[src/rtl/core/fltt_pkg.sv]
package fltt_pkg;
	localparam int SetsDefault = 1024;
	localparam int WaysDefault = 4;
	localparam int QueueDepth = 2;
	localparam logic [15:0] EtherIpv4 = 16'h0800;
	localparam logic [7:0] ProtoTcp = 8'd6;
	localparam logic [7:0] ProtoUdp = 8'd17;
	localparam logic [63:0] StaleLimitReset = 64'd5000000000;
	localparam logic FuncIngress = 1'b0;
	localparam logic FuncEgress = 1'b1;

	typedef struct packed {
		logic [31:0] sa;
		logic [31:0] da;
		logic [15:0] sp;
		logic [15:0] dp;
		logic [7:0]  pr;
	} key_t;

	typedef struct packed {
		logic        func;
		key_t        key;
		logic [63:0] t;
	} req_t;

	function automatic logic [31:0] hash32(key_t k);
		logic [31:0] x;
		logic [31:0] m;
		m = 32'(k.pr) * 32'h9e3779b9;
		x = k.sa ^ {k.da[15:0], k.da[31:16]} ^ {k.sp, k.dp} ^ m;
		x = x ^ (x >> 16);
		return x;
	endfunction
endpackage

[src/rtl/core/fltt_front.sv]
module fltt_front import fltt_pkg::*; #(
	parameter int Depth = QueueDepth
) (
	input  logic        clk,
	input  logic        arst_n,
	input  logic        in_valid,
	output logic        in_stall,
	input  logic        func,
	input  logic [15:0] pkt_len,
	input  logic [15:0] ether_type,
	input  logic [3:0]  ip_header_words,
	input  logic [7:0]  ip_proto,
	input  logic [31:0] src_addr,
	input  logic [31:0] dst_addr,
	input  logic [15:0] src_port,
	input  logic [15:0] dst_port,
	input  logic [63:0] time_ns,
	output logic        q_valid,
	output req_t        q_data,
	input  logic        q_pop
);
	localparam int AW = (Depth > 1) ? $clog2(Depth) : 1;
	req_t            fifo_q [Depth];
	logic [AW-1:0]   wp_q, rp_q;
	logic [AW:0]     cnt_q;
	logic            ok;
	logic [5:0]      thl;
	logic [16:0]     need;
	req_t            r;
	logic            push;

	always_comb begin
		thl = (ip_proto == ProtoTcp) ? 6'd20 : 6'd8;
		need = 17'd14 + {11'd0, ip_header_words, 2'b00} + {11'd0, thl};
		ok = ether_type == EtherIpv4 && pkt_len >= 16'd34 &&
			(ip_proto == ProtoTcp || ip_proto == ProtoUdp) && need <= {1'b0, pkt_len};
		r.func = func;
		r.t = time_ns;
		if (func == FuncEgress)
			r.key = '{sa: dst_addr, da: src_addr, sp: dst_port, dp: src_port, pr: ip_proto};
		else
			r.key = '{sa: src_addr, da: dst_addr, sp: src_port, dp: dst_port, pr: ip_proto};
	end

	assign in_stall = cnt_q == (AW+1)'(Depth);
	assign push = in_valid && !in_stall && ok;
	assign q_valid = cnt_q != '0;
	assign q_data = fifo_q[rp_q];

	always_ff @(posedge clk) begin
		if (push) fifo_q[wp_q] <= r;
	end

	always_ff @(posedge clk or negedge arst_n) begin
		if (!arst_n) begin
			wp_q <= '0; rp_q <= '0; cnt_q <= '0;
		end else begin
			if (push) wp_q <= (wp_q == AW'(Depth-1)) ? '0 : wp_q + 1'b1;
			if (q_pop) rp_q <= (rp_q == AW'(Depth-1)) ? '0 : rp_q + 1'b1;
			cnt_q <= cnt_q + (AW+1)'(push) - (AW+1)'(q_pop);
		end
	end

`ifndef SYNTH
	a_no_underflow: assert property (@(posedge clk) disable iff (!arst_n)
		q_pop |-> q_valid) else $error("pop empty");
	a_cnt_bound: assert property (@(posedge clk) disable iff (!arst_n)
		cnt_q <= (AW+1)'(Depth)) else $error("count");
	a_cnt_step: assert property (@(posedge clk) disable iff (!arst_n)
		push && !q_pop |=> cnt_q == $past(cnt_q) + 1'b1) else $error("push");
`endif
endmodule

[config.mk]
export PLATFORM = sky130hd
export DESIGN_NAME = fltt_front
export DESIGN_NICKNAME = d
export VERILOG_FILES = /design/src/rtl/core/fltt_pkg.sv /design/src/rtl/core/fltt_front.sv
export SDC_FILE = /design/constraint.sdc
export NUM_CORES = 1
export LEC_CHECK = 0
export BUFFER_PORTS_ARGS = -buffer_cell sky130_fd_sc_hd__buf_4
export CORE_MARGIN = 5
export CORE_UTILIZATION = 50
export CTS_CLUSTER_SIZE = 25
export DETAILED_ROUTE_END_ITERATION = 8
export MAX_ROUTING_LAYER = met4
export PLACE_DENSITY = 0.86
export SLEW_MARGIN = 40
export SYNTH_ARGS = -nofsm -noshare
export SYNTH_HDL_FRONTEND = slang
export SYNTH_SLANG_ARGS = --single-unit
[constraint.sdc]
create_clock -name clk -period 16.1 [get_ports clk]
set_input_delay 1.61 -clock clk [delete_from_list [all_inputs] [get_ports clk]]
set_output_delay 1.61 -clock clk [all_outputs]
set_load 0.005 [all_outputs]
==> results.json, run 1 <==
{
  "finalSetupViolations": 0,
  "outcome": "finished clean",
  "vias_per_cell": 5.19,
  "final_cell_mix": "buf_4 (383), edfxtp_1 (338), mux2_2 (247)",
  "diodes": 0,
  "die_height_microns": 177,
  "cp.required_ns": 16.28,
  "first_pass_iters": 5,
  "gr-total-overflow": 0,
  "whs_ns": 0.488,
  "port_buffers": 379,
  "ys_types": 32,
  "min_period_ns": 5.79,
  "die_w_microns": 177,
  "start_util_pct": 50.3,
  "vias": 7778,
  "cp_slowest_stage_delay_ns": 0.48,
  "grt-busiest-layer": "met2",
  "ctsLongestPathBuffers": 3,
  "synth_seq_cells": 342,
  "slew_headroom_pct": 53.5,
  "crit_fanout": 36,
  "synth_warnings": 0,
  "grtUsageMet2_pct": 32.4,
  "finalClockSkew_ns": 0.0158,
  "worst_setup_path_end_kind": "flip-flop",
  "std_cell_rows": 61,
  "postRouteWirelength_microns": 30800,
  "dpl_cell_area_sq_mm": 0.0172,
  "use_met1_pct": 22.7,
  "tritoncts": "yes",
  "total_power_w": 0.00228,
  "crit_chain": "buf_4 > nor4_1 > nand2_1 > inv_1 > ha_1 > inv_1 > ha_1 > fa_1 > xor2_1 > ha_1 > and4b_1 > a22oi_1 > a21oi_1 > o221ai_2 > nor2_4 > buf_4 > buf_4 > buf_12",
  "dp_hpwl_microns": 21600,
  "powerDensity_mw_per_mm2": 125,
  "clk_latency_ns": 0.50,
  "initialDrtViolationCount": 362,
  "worst_setup_path_start_kind": "input port",
  "design_area_sq_mm": 0.0183,
  "antenna_left": 0,
  "grtUsageTotal_pct": 19.4,
  "synth.avg_cell_area_sq_um": 19.8,
  "syn_nets": 926,
  "hp-class": "flip-flop to flip-flop",
  "rsz0062_at_grt": "false",
  "synth_area_sq_mm": 0.0139,
  "wire_per_inst_microns": 20.5,
  "fmax_mhz": 173,
  "core_area_sq_mm": 0.0276,
  "cts_resized": 0,
  "postCtsSetupBuffers": 0,
  "antenna_found_initial": 0,
  "post-route-util_pct": 66.1,
  "drcViolationCount": 0,
  "p_leak_nw": 6.80,
  "tightest_slew_ns": 0.698,
  "clkTransAtPathRegs_ns": 0.06,
  "gp_congestion": 0.850,
  "finalMaxSlewViolations": 0,
  "final_common_cell": "buf_4",
  "grt_max_degree": 73,
  "worst_ep_arrival_time_ns": 5.97,
  "die_area_sq_mm": 0.0312,
  "grt.met3_usage_pct": 6.60,
  "hold_violations": 0,
  "synthCells": 703,
  "nets": 1324,
  "cts-hold-fix-buffers": 0,
  "synth_seq_area_share_pct": 73.8,
  "max_cap_violations": 0,
  "ios": 380,
  "cts_sinks": 342,
  "cts_max_level": 2,
  "grt_pass1_wl_microns": 46000,
  "drive_above_1_share_pct": 61.2,
  "cp_slowest_cell": "nor2_4",
  "vdd_ir_drop_max_mv": 0.0960,
  "tns_ns": 0,
  "min_period_over_period_pct": 36.0,
  "grt_pass1_vias": 8354,
  "syn2layout_area_growth_pct": 31.4,
  "cts-root-buf": "clkbuf_16",
  "cts_buffers": 35,
  "crit_type": "input port to flip-flop"
}
-- path summary, 6_finish.rpt --
check,slack [ns],end,depth (start not counted),from
max in group asynchronous,15.09,rp_q,1,arst_n
hold / removal,0.49,cnt_q[1],1,cnt_q[1]
hold reg to reg,0.49,cnt_q[1],1,cnt_q[1]
min in group asynchronous,0.89,wp_q,1,arst_n
setup / recovery,10.31,fifo_q[1][149],18,ip_proto[3]
setup reg to reg,12.68,fifo_q[1][149],8,cnt_q[1]
-- layer usage --
| layer | wire length [microns] | vias to the layer above |
|---|---|---|
| met1 | 11600 | 3801 |
| met3 | 3030 | 55 |
| met4 | 737 | 0 |
| li1 | - | 3582 |
| met2 | 15500 | 340 |
| met5 | 0 | - |
-- final cells by class --
cell class	instances	area [sq um]
Multi-Input combinational cell	317	3480
Fill cell	1850	9370
Timing Repair Buffer	391	2990
Sequential cell	342	10300
Tap cell	378	473
Clock buffer	46	960
Inverter	14	52.6
Clock inverter	12	50.0
-- state kept, by name, summed over array words and instances, names as in the netlist --
register and count:
fifo_q 338, wp_q 1, rp_q 1, cnt_q 2
-- worst max-delay path: cells and delay by family --
kind                     cells  cell delay, ns
XOR/XNOR                     1            0.17
AND/OR/NAND/NOR              4            1.27
AO/OA/AOI/OAI                3            0.47
adder cells (fa/ha/maj)      4            1.01
buffers and inverters        6            1.39
-- synth_stat cells --
| cell | instances | area, sq um |
|---|---|---|
| and2b_4 | 1 | 10.0 |
| xnor2_1 | 3 | 26.3 |
| nand4_1 | 1 | 6.26 |
| nor4bb_1 | 3 | 30.0 |
| or3_1 | 1 | 6.26 |
| fa_1 | 1 | 20.0 |
| nor4_4 | 1 | 21.3 |
| mux2_1 | 18 | 203 |
| nor4_1 | 4 | 25.0 |
| o41ai_1 | 1 | 8.76 |
| nand4b_1 | 1 | 8.76 |
| or2_2 | 1 | 6.26 |
| ha_1 | 13 | 163 |
| xor2_1 | 2 | 17.5 |
| and4b_1 | 2 | 20.0 |
| a21oi_1 | 3 | 15.0 |
| clkbuf_1 | 10 | 37.5 |
| nor2_1 | 3 | 11.3 |
| a22oi_1 | 1 | 7.51 |
| buf_2 | 15 | 75.1 |
| nor3_1 | 1 | 5.00 |
| a21o_1 | 3 | 22.5 |
| nand3_1 | 1 | 5.00 |
| nand2_1 | 2 | 7.51 |
| edfxtp_1 | 338 | 10100 |
| nand3b_1 | 1 | 7.51 |
| dfrtp_1 | 4 | 100 |
| or4_4 | 1 | 11.3 |
| o221ai_2 | 1 | 15.0 |
| mux2_2 | 247 | 2780 |
| inv_1 | 14 | 52.6 |
| buf_1 | 5 | 18.8 |
-- stage by stage --
| step | cells | setup slack (ns) |
|---|---|---|
| after floorplan | 703 | 4.50 |
| after global placement | 1438 | 9.67 |
| after detailed placement | 1441 | 9.74 |
| after CTS | 1499 | 10.28 |
| after global routing | 1500 | 10.09 |
| final | 1500 | 10.31 |
-- power by group --
part           internal [W]  total, W  leakage (nW)  switching, W
sequential         0.000987   0.00101          3.08     0.0000202
clock              0.000416  0.000717         0.495      0.000301
combinational      0.000337  0.000557          3.22      0.000220
total               0.00174   0.00228          6.80      0.000540
-- cell families (layout without fill, tap and decap cells) --
| kind of cell | after synthesis | count (layout) | share of synthesized area [%] |
|---|---|---|---|
| DFF | 342 | 342 | 73.8 |
| AOI/OAI and AO/OA | 9 | 9 | 0.495 |
| muxes | 265 | 265 | 21.5 |
| and+or+nand+nor | 24 | 24 | 1.31 |
| buffers and inverters | 44 | 463 | 1.32 |
| xor gates and xnor gates | 5 | 5 | 0.315 |
| adders and majority gates | 14 | 14 | 1.31 |
(Power assumes the default switching activity.)
==> inputs of run 2 (changes only) <==
- ABC_AREA: default -> 1
- CORE_UTILIZATION: 50 -> 48
- clock period: 16.1 -> 5.3 ns (I/O delays scaled with it)
==> results.json, run 2 <==
{
  "outcome": "finished clean",
  "total_power_w": 0.00746,
  "whs_ns": 0.202,
  "ios": 380,
  "worst_ep_arrival_time_ns": 3.51,
  "synth_top_area_share_pct": 69.8,
  "ctsLongestPathBuffers": 3,
  "synth.area.top_cells": "edfxtp_1 (70%), mux2_4 (10%), mux2_2 (5.3%)",
  "grt_pass1_wl_microns": 47700,
  "std_cell_rows": 63,
  "synth_warnings": 0,
  "port_buffers": 379,
  "start_util_pct": 48.8,
  "diodes": 0,
  "clk_latency_ns": 0.51,
  "vdd_ir_drop_max_mv": 0.315,
  "die_height_microns": 184,
  "max_cap_violations": 0,
  "dp_hpwl_microns": 22300,
  "synthCells": 931,
  "nets": 1539,
  "cts_max_level": 2,
  "die_w_microns": 184,
  "dpl_cell_area_sq_mm": 0.0178,
  "finalClockSkew_ns": 0.0209,
  "regArea_sq_mm": 0.0103,
  "tightest_slew_ns": 0.677,
  "cts-root-buf": "clkbuf_16",
  "min_period_ns": 3.37,
  "synth_seq_area_share_pct": 70.5,
  "ys_types": 23,
  "worst_setup_path_end_kind": "flip-flop",
  "final_cell_mix": "buf_4 (381), edfxtp_1 (338), mux2_4 (100)",
  "synth_seq_cells": 342,
  "clkTransAtPathRegs_ns": 0.06,
  "tritoncts": "yes",
  "slew_headroom_pct": 54.9,
  "worst_slack_ns": 1.93,
  "grt_max_degree": 88,
  "drcViolationCount": 0,
  "synth_edf_count": 338,
  "final_common_cell": "buf_4",
  "drive_above_1_share_pct": 46.4,
  "synthArstFlopShare_pct": 1.17,
  "cts_buffers": 35,
  "rsz0062_at_grt": "false",
  "crit_type": "input port to flip-flop",
  "fmax_mhz": 297,
  "core_area_sq_mm": 0.0298,
  "finalMaxSlewViolations": 0,
  "wire_per_inst_microns": 18.1,
  "antenna_left": 0,
  "min_period_over_period_pct": 63.6,
  "syn2layout_area_growth_pct": 30.6,
  "yosys.cell_count.top_type": "edfxtp_1",
  "gr-total-overflow": 0,
  "pre_cts_ws_ns": 1.42,
  "syn_nets": 1154,
  "cp.required_ns": 5.44,
  "die_area_sq_mm": 0.0339,
  "instances_no_fill": 1733,
  "cts_resized": 0,
  "fillers": 2123,
  "powerDensity_mw_per_mm2": 393,
  "gp_congestion": 0.822,
  "vias": 8699,
  "ys.flop_type": "edfxtp_1",
  "multi_input_area_sq_mm": 0.00373,
  "synth.avg_cell_area_sq_um": 15.6,
  "postRouteWirelength_microns": 31400,
  "grtUsageTotal_pct": 18.3,
  "top_register": "fifo_q",
  "hold_violations": 0,
  "cts_sinks": 342,
  "postCtsSetupBuffers": 0,
  "reg_top3": "fifo_q x338, cnt_q x2",
  "synth_area_sq_mm": 0.0145,
  "crit_fanout": 87,
  "yosys.area.top_type": "edfxtp_1",
  "cts-hold-fix-buffers": 1,
  "worst_setup_path_start_kind": "input port",
  "netlist_top_cells_count": "edfxtp_1 (338), mux2_4 (100), inv_1 (86), nand2_1 (85), nor2_1 (75)",
  "initialDrtViolationCount": 562,
  "hp-class": "input port to flip-flop",
  "vias_per_cell": 5.02,
  "finalSetupViolations": 0,
  "p_leak_nw": 7.66,
  "grt_pass1_vias": 9128,
  "first_pass_iters": 5,
  "antenna_found_initial": 0,
  "place_inst": 1668,
  "design_area_sq_mm": 0.0190,
  "largest_register_ffs": 338
}
run 2: cell types whose count changed in the layout (fill, tap and decap cells not counted), moves of 18 or more:
cell / delta
mux2_2: -178
mux2_4: +100
nand2_1: +82
nor2_1: +71
inv_1: +70
o21ai_0: +48
a21oi_1: +47
mux2_1: -18
run 2: worst paths after layout:
check	startpoint	endpoint	slack, ns	cells past startpoint
min reg2reg	cnt_q[0]	cnt_q[0]	0.53	1
min in group asynchronous	arst_n	cnt_q[1]	0.38	2
max in group asynchronous	arst_n	rp_q	4.80	2
min	time_ns[9]	fifo_q[0][9]	0.20	1
max reg2reg	cnt_q[1]	fifo_q[0][54]	3.24	8
max	ip_proto[0]	fifo_q[0][54]	1.93	18
run 2: area by class of cell:
| cell class | instances | share of cell area (%) |
|---|---|---|
| sequential | 342 | 54.0 |
| multi-input combinational | 462 | 19.6 |
| timing repair buffer | 388 | 15.7 |
| clock buffer | 41 | 4.90 |
| tap | 390 | 2.57 |
| inverter | 87 | 1.76 |
| clock inverter | 23 | 1.39 |
run 2: metrics by stage:
stage | TNS, ns | util, %
6_report | 0 | 63.7
2_1_floorplan | -49.84 | -
4_1_cts | 0 | 63.7
3_3_place_gp | 0 | 59.7
3_5_place_dp | 0 | 59.7
5_1_grt | 0 | 63.7
run 2: logic make-up (layout without fill, tap and decap cells):
logic type	after synthesis	after routing	share of synthesized area [%]
muxes	169	169	15.7
xor gates and xnor gates	4	4	0.241
buffers and inverters	127	539	4.09
AOI/OAI and AO/OA	99	99	3.43
and+or+nand+nor	176	176	4.79
DFF	342	342	70.5
adders and majority gates	14	14	1.26
run 2: worst max-delay path, cell delays in order:
cell and delay [ns]:
buf_4 0.14, inv_8 0.04, nand4_1 0.15, nor2_4 0.17, ha_1 0.24, inv_1 0.06, ha_2 0.18, fa_2 0.46
ha_4 0.27, nand2_1 0.05, nor2_1 0.12, nand4_1 0.13, nand2_1 0.08, nand2_1 0.04, nand2_1 0.07, nand2_2 0.10
nor2_4 0.18, buf_12 0.39
run 2: metal layers:
layer	vias to the layer above	GRT usage (%)	part of all wire (%)
met2	370	31.4	51
met1	4145	22.2	38
met4	0	5.09	2.4
li1	4131	-	-
met3	53	3.62	8.1
met5	-	-	0
run 2: report_power, final:
group	switching (W)	total, W	internal, W
combinational	0.000767	0.00192	0.00115
sequential	0.0000592	0.00306	0.00300
clock	0.000976	0.00249	0.00151
total	0.00180	0.00746	0.00566
==> inputs of run 3 (changes only) <==
- clock period: 5.3 -> 3.05 ns (I/O delays scaled with it)
==> results.json, run 3 (same netlist as run 2, synthesis figures left out) <==
{
  "outcome": "finished with violations",
  "violations": "design-rule violations",
  "worst_setup_path_start_kind": "input port",
  "r2r-start": "cnt_q[1]",
  "crit_fanout": 4,
  "instances_no_fill": 1851,
  "antenna_found_initial": 0,
  "std_cell_rows": 63,
  "worst_slack_ns": 0.0285,
  "grt_pass1_wl_microns": 54100,
  "antenna_left": 0,
  "cp.required_ns": 3.42,
  "finalSetupViolations": 0,
  "hold_violations": 0,
  "vias_per_cell": 5.07,
  "worst_ep_arrival_time_ns": 3.39,
  "pre_cts_ws_ns": -0.469,
  "syn2layout_area_growth_pct": 38.9,
  "reg_top3": "fifo_q x338, cnt_q x2",
  "first_pass_iters": 9,
  "drcViolationCount": 4,
  "nets": 1657,
  "drive_above_1_share_pct": 46.1,
  "cp_slowest_stage_delay_ns": 0.34,
  "clk_latency_ns": 0.52,
  "min_period_over_period_pct": 99.1,
  "gp_congestion": 0.837,
  "post-route-util_pct": 67.7,
  "clkTransAtPathRegs_ns": 0.06,
  "vias": 9385,
  "cp_slowest_cell": "fa_2",
  "core_area_sq_mm": 0.0298,
  "grtUsageTotal_pct": 21.2,
  "tritoncts": "yes",
  "final_common_cell": "buf_4",
  "wire_per_inst_microns": 19.6,
  "regToRegSetupSlack_ns": 1.07,
  "powerDensity_mw_per_mm2": 647,
  "r2r-end": "cnt_q[1]",
  "grt_max_degree": 69,
  "start_util_pct": 48.8,
  "final_cell_mix": "buf_4 (418), edfxtp_1 (338), mux2_4 (100)",
  "cts-root-buf": "clkbuf_16",
  "place_inst": 1717,
  "total_power_w": 0.0130,
  "cts_max_level": 2,
  "crit_type": "input port to flip-flop",
  "die_height_microns": 184,
  "cts_sinks": 342,
  "diodes": 0,
  "dp_hpwl_microns": 25200,
  "initialDrtViolationCount": 624,
  "hp-start": "ip_proto[3]",
  "fmax_mhz": 331,
  "slew_headroom_pct": 61.6,
  "ctsLongestPathBuffers": 3,
  "postRouteWirelength_microns": 36300,
  "gr-total-overflow": 0,
  "ios": 380,
  "die_area_sq_mm": 0.0339,
  "vdd_ir_drop_max_mv": 0.358,
  "hp-class": "input port to flip-flop",
  "top_register": "fifo_q",
  "crit_chain": "buf_4 > nor2_1 > nand2_2 > nor2_4 > ha_1 > inv_1 > ha_2 > fa_2 > xor2_1 > ha_1 > nand2_1 > nand2_1 > a21boi_1 > nand2_1 > nand2_1 > nand2_1 > nand2_2 > nand2_4 > buf_4 > ha_1 > inv_1 > ha_1 > xnor2_2",
  "grt_pass1_vias": 9892,
  "cts_buffers": 35,
  "fillers": 1928,
  "p_leak_nw": 8.24,
  "hold-path-endpoint": "fifo_q[1][67]",
  "finalMaxSlewViolations": 0,
  "hold_depth": 2,
  "port_buffers": 379,
  "largest_register_ffs": 338,
  "whs_ns": 0.0986,
  "finalClockSkew_ns": 0.0274,
  "tightest_slew_ns": 0.576,
  "worst_setup_path_end_kind": "flip-flop",
  "r2r_cells": 11,
  "die_w_microns": 184,
  "min_period_ns": 3.02,
  "max_cap_violations": 0,
  "rsz0062_at_grt": "true",
  "path_common_cell": "nand2_1"
}
## run 3: cell count changes in the layout (fill, tap and decap cells not counted), moves of 2 or more
| cell | before | now |
|---|---|---|
| dlygate4sd3_1 | 1 | 66 |
| buf_4 | 381 | 418 |
| buf_12 | 6 | 13 |
| buf_6 | 0 | 4 |
| buf_16 | 0 | 3 |
| clkbuf_1 | 4 | 7 |
| clkinv_1 | 6 | 9 |
| clkinvlp_4 | 5 | 2 |
| bufinv_16 | 5 | 3 |
| nand2_1 | 84 | 82 |
## run 3: worst max-delay path by stage
stage,startpoint,to,slack (ns),cells past startpoint
global placement,ip_proto[7],fifo_q[0][76],-0.41,19
global route,ip_proto[6],cnt_q[1],-0.14,23
detailed placement,ip_proto[7],fifo_q[0][92],-0.47,19
finish,ip_proto[4],cnt_q[1],0.03,23
floorplan,ip_proto[0],fifo_q[0][0],-2.18,16
CTS,ip_proto[7],fifo_q[0][92],0.05,19
## run 3: where the power goes
part / leakage (nW) / total, W / switching [W] / internal (W)
clock: 0.542 / 0.00419 / 0.00175 / 0.00244
combinational: 4.61 / 0.00356 / 0.00146 / 0.00211
sequential: 3.08 / 0.00530 / 0.0000917 / 0.00521
## run 3: final cells by class
cell class              instances  area (sq um)  area share, %
clock buffers                  43           927           4.59
clock inverters                21           199          0.986
inverters                      87           334           1.66
multi-input cells             462          3750           18.6
flip-flops and latches        342         10300           50.8
well taps                     390           488           2.42
repair buffers                506          4230           20.9
## run 3: metrics by stage
step,instance area (sq um),TNS (ns)
finish,20200,0
global route,20200,-16.88
CTS,20100,0
detailed placement,18300,-139.11
global placement,18300,-122.19
floorplan,14600,-734.29
## run 3: critical path, delay by kind of cell
family / cells / cell delay [ns]
adder cells (fa/ha/maj): 6 / 1.41
AO/OA/AOI/OAI: 1 / 0.18
XOR/XNOR: 2 / 0.31
buffers and inverters: 4 / 0.34
AND/OR/NAND/NOR: 10 / 0.87
## run 3: routing by layer
metal  part of all wire, %  vias to the layer above  GRT usage [%]
met2                    51                      460           36.5
met4                   2.2                        0           5.32
met3                   8.5                       67           4.12
met1                    38                     4482           25.9
li1                      -                     4376              -
met5                     0                        -              -
## run 3: what timing repair did
item                                    4_1_cts  5_1_grt
endpoints found under the setup margin        0      324
gates resized for setup                       0       15
hold buffers                                 66        0
hold endpoints to repair                    133        0
setup buffers                                 0        3
